--- src/rtl/core/rhythm_grid_quantize_swing_defines.svh ---
// Assertion macros for the rhythm grid quantizer.
// Needs a clock named i_clk and an active-low reset named i_rst_n in scope.
`ifndef RHYTHM_GRID_QUANTIZE_SWING_DEFINES_SVH
`define RHYTHM_GRID_QUANTIZE_SWING_DEFINES_SVH

// Same-cycle implication under reset.
`define RGQS_ASSERT_IMP(lbl, ante, cons) \
    lbl: assert property (@(posedge i_clk) disable iff (!i_rst_n) (ante) |-> (cons)) \
        else $error("rgqs: same-cycle check failed");

// Next-cycle implication under reset.
`define RGQS_ASSERT_NXT(lbl, ante, cons) \
    lbl: assert property (@(posedge i_clk) disable iff (!i_rst_n) (ante) |=> (cons)) \
        else $error("rgqs: next-cycle check failed");

`endif

--- src/rtl/core/rgqs_pkg.sv ---
// Shared types and constants of the rhythm grid quantizer.
// No dependencies.
package rgqs_pkg;

    localparam int SUB_W = 7;

    typedef enum logic [1:0] {
        REG_SUBDIV   = 2'd0,
        REG_STRENGTH = 2'd1,
        REG_SWING_EN = 2'd2,
        REG_SWING    = 2'd3
    } t_reg_idx;

    typedef struct packed {
        logic valid;
    } t_stage_ctl;

endpackage

--- src/rtl/core/rgqs_div_cell.sv ---
// One restoring-division cell: retires one quotient bit per cycle while i_en is high.
// Depends on rgqs_pkg.
module rgqs_div_cell import rgqs_pkg::*; #(
    parameter int NUM_W = 24,
    parameter int DEN_W = 7,
    parameter int PAY_W = 8
) (
    input  logic             i_clk,
    input  logic             i_rst_n,
    input  logic             i_en,
    input  t_stage_ctl       i_ctl,
    input  logic [DEN_W-1:0] i_rem,
    input  logic [NUM_W-1:0] i_num,
    input  logic [DEN_W-1:0] i_den,
    input  logic [PAY_W-1:0] i_pay,
    output t_stage_ctl       o_ctl,
    output logic [DEN_W-1:0] o_rem,
    output logic [NUM_W-1:0] o_num,
    output logic [DEN_W-1:0] o_den,
    output logic [PAY_W-1:0] o_pay
);

    logic [DEN_W:0]   trial;
    logic [DEN_W:0]   diff;
    logic             ge;
    logic [DEN_W-1:0] n_rem;
    logic [NUM_W-1:0] n_num;
    t_stage_ctl       r_ctl;
    logic [DEN_W-1:0] r_rem;
    logic [NUM_W-1:0] r_num;
    logic [DEN_W-1:0] r_den;
    logic [PAY_W-1:0] r_pay;

    // Shift the next numerator bit into the remainder, subtract if it fits.
    always_comb begin
        trial = {i_rem, i_num[NUM_W-1]};
        diff  = trial - {1'b0, i_den};
        ge    = trial >= {1'b0, i_den};
        n_rem = ge ? diff[DEN_W-1:0] : trial[DEN_W-1:0];
        n_num = {i_num[NUM_W-2:0], ge};
    end

    always_ff @(posedge i_clk) begin
        if (!i_rst_n) begin
            r_ctl <= '0;
        end else if (i_en) begin
            r_ctl <= i_ctl;
        end
        if (i_en) begin
            r_rem <= n_rem;
            r_num <= n_num;
            r_den <= i_den;
            r_pay <= i_pay;
        end
    end

    assign o_ctl = r_ctl;
    assign o_rem = r_rem;
    assign o_num = r_num;
    assign o_den = r_den;
    assign o_pay = r_pay;

endmodule

--- config.mk ---
export PLATFORM = sky130hd
export DESIGN_NAME = rgqs_div_cell
export DESIGN_NICKNAME = d
export VERILOG_FILES = /design/src/rtl/core/rhythm_grid_quantize_swing_defines.svh /design/src/rtl/core/rgqs_pkg.sv /design/src/rtl/core/rgqs_div_cell.sv
export SDC_FILE = /design/constraint.sdc
export NUM_CORES = 1
export LEC_CHECK = 0
export BUFFER_PORTS_ARGS = -buffer_cell sky130_fd_sc_hd__clkbuf_2
export CORE_ASPECT_RATIO = 0.8
export CORE_MARGIN = 3
export CORE_UTILIZATION = 48
export CTS_BUF_LIST = sky130_fd_sc_hd__clkbuf_8 sky130_fd_sc_hd__clkbuf_16
export CTS_CLUSTER_SIZE = 30
export DETAILED_ROUTE_END_ITERATION = 12
export HOLD_SLACK_MARGIN = 0.08
export PLACE_DENSITY = 0.92
export SETUP_SLACK_MARGIN = 0.05
export SYNTH_ARGS = -nofsm -noshare
export SYNTH_HDL_FRONTEND = slang
export SYNTH_SLANG_ARGS = --single-unit
--- constraint.sdc ---
create_clock -name i_clk -period 4.2 [get_ports i_clk]
set_input_delay 0.42 -clock i_clk [delete_from_list [all_inputs] [get_ports i_clk]]
set_output_delay 0.42 -clock i_clk [all_outputs]
set_load 0.02 [all_outputs]
==> impl_metrics.tcl <==
set metrics [dict create \
    fin_crit_sh 0.518 \
    yosysMostFrequentCell "edfxtp_1" \
    cp_num_buf_inv 2 \
    gr-total-overflow 0 \
    total_power_mw 1.02 \
    skew_ns 0 \
    worstHoldStart "i_num[0]" \
    yosys_register_bits 47 \
    ctsHoldBuffers 0 \
    ys_seq_area_frac 0.753 \
    synth_cells 107 \
    max_stage_delay_ns 0.40 \
    yosysUniqueCellTypes 31 \
    reg2reg_depth 2 \
    antenna_left 0 \
    grt_setup_unrepaired "no" \
    crit_fanout 8 \
    status "finished, final reports clean" \
    clkLatencyLatePin_ns 0.28 \
    synth_nets 165 \
    initial_core_util 0.522 \
    dominantRegCellSynth "edfxtp_1" \
    n_fill_cell 259 \
    cts_setup_buffers 0 \
    arrival_ns 2.21 \
    r2r_start "o_ctl" \
    grt_pass1_wl_um 5350 \
    grt_pass1_vias 1182 \
    synth.area.top_cells "edfxtp_1 (74%), ha_1 (4.7%), mux2_1 (2.4%)" \
    hold_violations 0 \
    place.gp.congestion 0.904 \
    cts_tree "yes" \
    wl_um 3730 \
    synth_edf_count 46 \
    ys_top_cells_by_count "edfxtp_1 (46), inv_1 (9), nor2_1 (8), ha_1 (7), mux2_1 (4)" \
    multi_input_area_sq_um 414 \
    slew_viol_final 0 \
    fmax_ghz 0.460 \
    htreeDepth 2 \
    fin_util 0.694 \
    seqCellArea_sq_um 1400 \
    crit_slowest_cell "fa_1" \
    fin_setup_tns_ns 0 \
    first_pass_iters 4 \
    yosysTopAreaCell "edfxtp_1" \
    holdPathEnd "o_num[1]" \
    netlist_area_sq_um 1860 \
    async_reset_ff_frac 0 \
    max_cap_viol_count 0 \
    cts_resized 0 \
    relSlewSlack 0.255 \
    cts_made_buffers 5 \
    io_pins 97 \
    setup_viol 0 \
    hold_ws_ns 0.303 \
    dp_hpwl_um 3060 \
    powerDensity_nw_per_um2 413 \
    area_growth_pct 33.0 \
    synth.avg_cell_area_sq_um 17.4 \
    viasPerCell 5.08 \
    fp.dieW_um 75.6 \
    antenna_found_initial 0 \
    cts-root-buf "clkbuf_8" \
    start_kind "input port" \
    clkTransAtPathRegs_ns 0.08 \
    drc 0 \
    vias 1279 \
    grt_max_degree 48 \
    ys_warn_count 0 \
    die_h_um 61.7 \
    period_needed_ns 2.17 \
    hp-class "input port to flip-flop" \
    die-area_sq_um 4670 \
    drive_above_1_share 0.519 \
    coreArea_sq_um 3570 \
    cpLargestDelayFamily "adder cells" \
    clock_path_buffers 2 \
    rr_endpoint "o_ctl" \
    ir_drop_mv 0.207 \
    leakage_nw 1.13 \
    synth_top_area_share 0.742 \
    required_ns 4.24 \
    portBuffers 96 \
    nNetsFinal 267 \
    cp-end-kind "flip-flop" \
    worstPathCellList "clkbuf_2 > inv_1 > ha_1 > fa_1 > nand2b_1 > a21oi_2 > o221ai_2 > nand2_4 > mux2_1" \
    track_usage 0.162 \
    clock_sinks 47 \
    path_class "input port to flip-flop" \
    tightestPinTransition_ns 1.12 \
    drt-initial-drc-count 46 \
    wl_per_cell_um 14.8 \
    rows 19 \
    holdPathStages 1 \
    antenna-diode-count 0 \
    rrSetupSlack_ns 3.56 \
]
where the power goes:
| part | total (mW) | internal (mW) | switching [mW] |
|---|---|---|---|
| clock | 0.255 | 0.116 | 0.139 |
| combinational | 0.193 | 0.0739 | 0.119 |
| sequential | 0.574 | 0.563 | 0.0105 |
| total | 1.02 | 0.753 | 0.269 |
layout by cell type (no fill, tap or decap):
cell and instances:
xor2_1 1, nand4_1 1, a311o_1 2, nand2_1 1, a21oi_2 1, clkinv_1 1
mux2i_1 3, dfxtp_1 1, o21ai_0 1, xnor2_1 1, a21oi_1 2, inv_1 9
nand3_1 2, nor3_1 1, nand2b_1 2, nor4_1 1, nor2b_2 1, nand2_4 1
clkbuf_8 5, clkinv_4 1, a221oi_1 1, fa_1 1, a211o_1 1, clkinv_2 1
nor2b_1 2, clkbuf_2 96, o221ai_2 1, nor2_1 8, clkinvlp_4 1, o31a_1 1
edfxtp_1 46, mux2_1 4, ha_1 7, o21a_1 1, mux2_4 1
per-layer routing:
metal  global-route usage  vias up  routed length, um
met1                0.174      593               1390
met3               0.0531        7                427
met2                0.290       73               1830
met4               0.0798        0                 82
met5                    0        -                  0
li1                     -      606                  -
per-stage QoR:
stage | setup WS (ns) | cell area [sq um] | std cells
floorplan | 1.94 | 1860 | 107
global placement | 1.79 | 2390 | 244
detailed placement | 1.71 | 2390 | 244
CTS | 2.02 | 2480 | 252
global route | 1.95 | 2480 | 252
finish | 2.03 | 2480 | 252
cell families (layout without fill, tap and decap cells):
group | after synthesis | count (layout) | synth area share
xor gates and xnor gates | 2 | 2 | 0.00941
DFF | 47 | 47 | 0.753
muxes | 8 | 8 | 0.0484
buffers and inverters | 11 | 114 | 0.0249
AOI/OAI and AO/OA | 11 | 11 | 0.0497
adders and majority gates | 8 | 8 | 0.0578
and+or+nand+nor | 20 | 20 | 0.0571
final cells by class:
| type | count | area share |
|---|---|---|
| well taps | 42 | 0.0212 |
| multi-input cells | 49 | 0.167 |
| clock inverters | 3 | 0.00808 |
| flip-flops and latches | 47 | 0.566 |
| clock buffers | 5 | 0.0278 |
| inverters | 10 | 0.0157 |
| repair buffers | 96 | 0.194 |
state kept, by name (all words and copies together) (netlist names):
register / flops
o_num: 24
o_pay: 8
o_den: 7
o_rem: 7
o_ctl: 1
worst reg2reg max path: stages (launching register included):
cell and delay (ns):
dfxtp_1 0.32, mux2i_1 0.14, nor2b_1 0.07
worst max-delay path by stage:
stage | startpoint | end | slack [ns] | cells past startpoint
floorplan | i_num[23] | o_rem[2] | 1.94 | 8
global placement | i_num[23] | o_rem[4] | 1.79 | 9
detailed placement | i_num[23] | o_rem[4] | 1.71 | 9
CTS | i_num[23] | o_rem[4] | 2.02 | 9
global route | i_num[23] | o_rem[2] | 1.95 | 9
finish | i_num[23] | o_rem[2] | 2.03 | 9
Power figures use the tool's default switching activity.
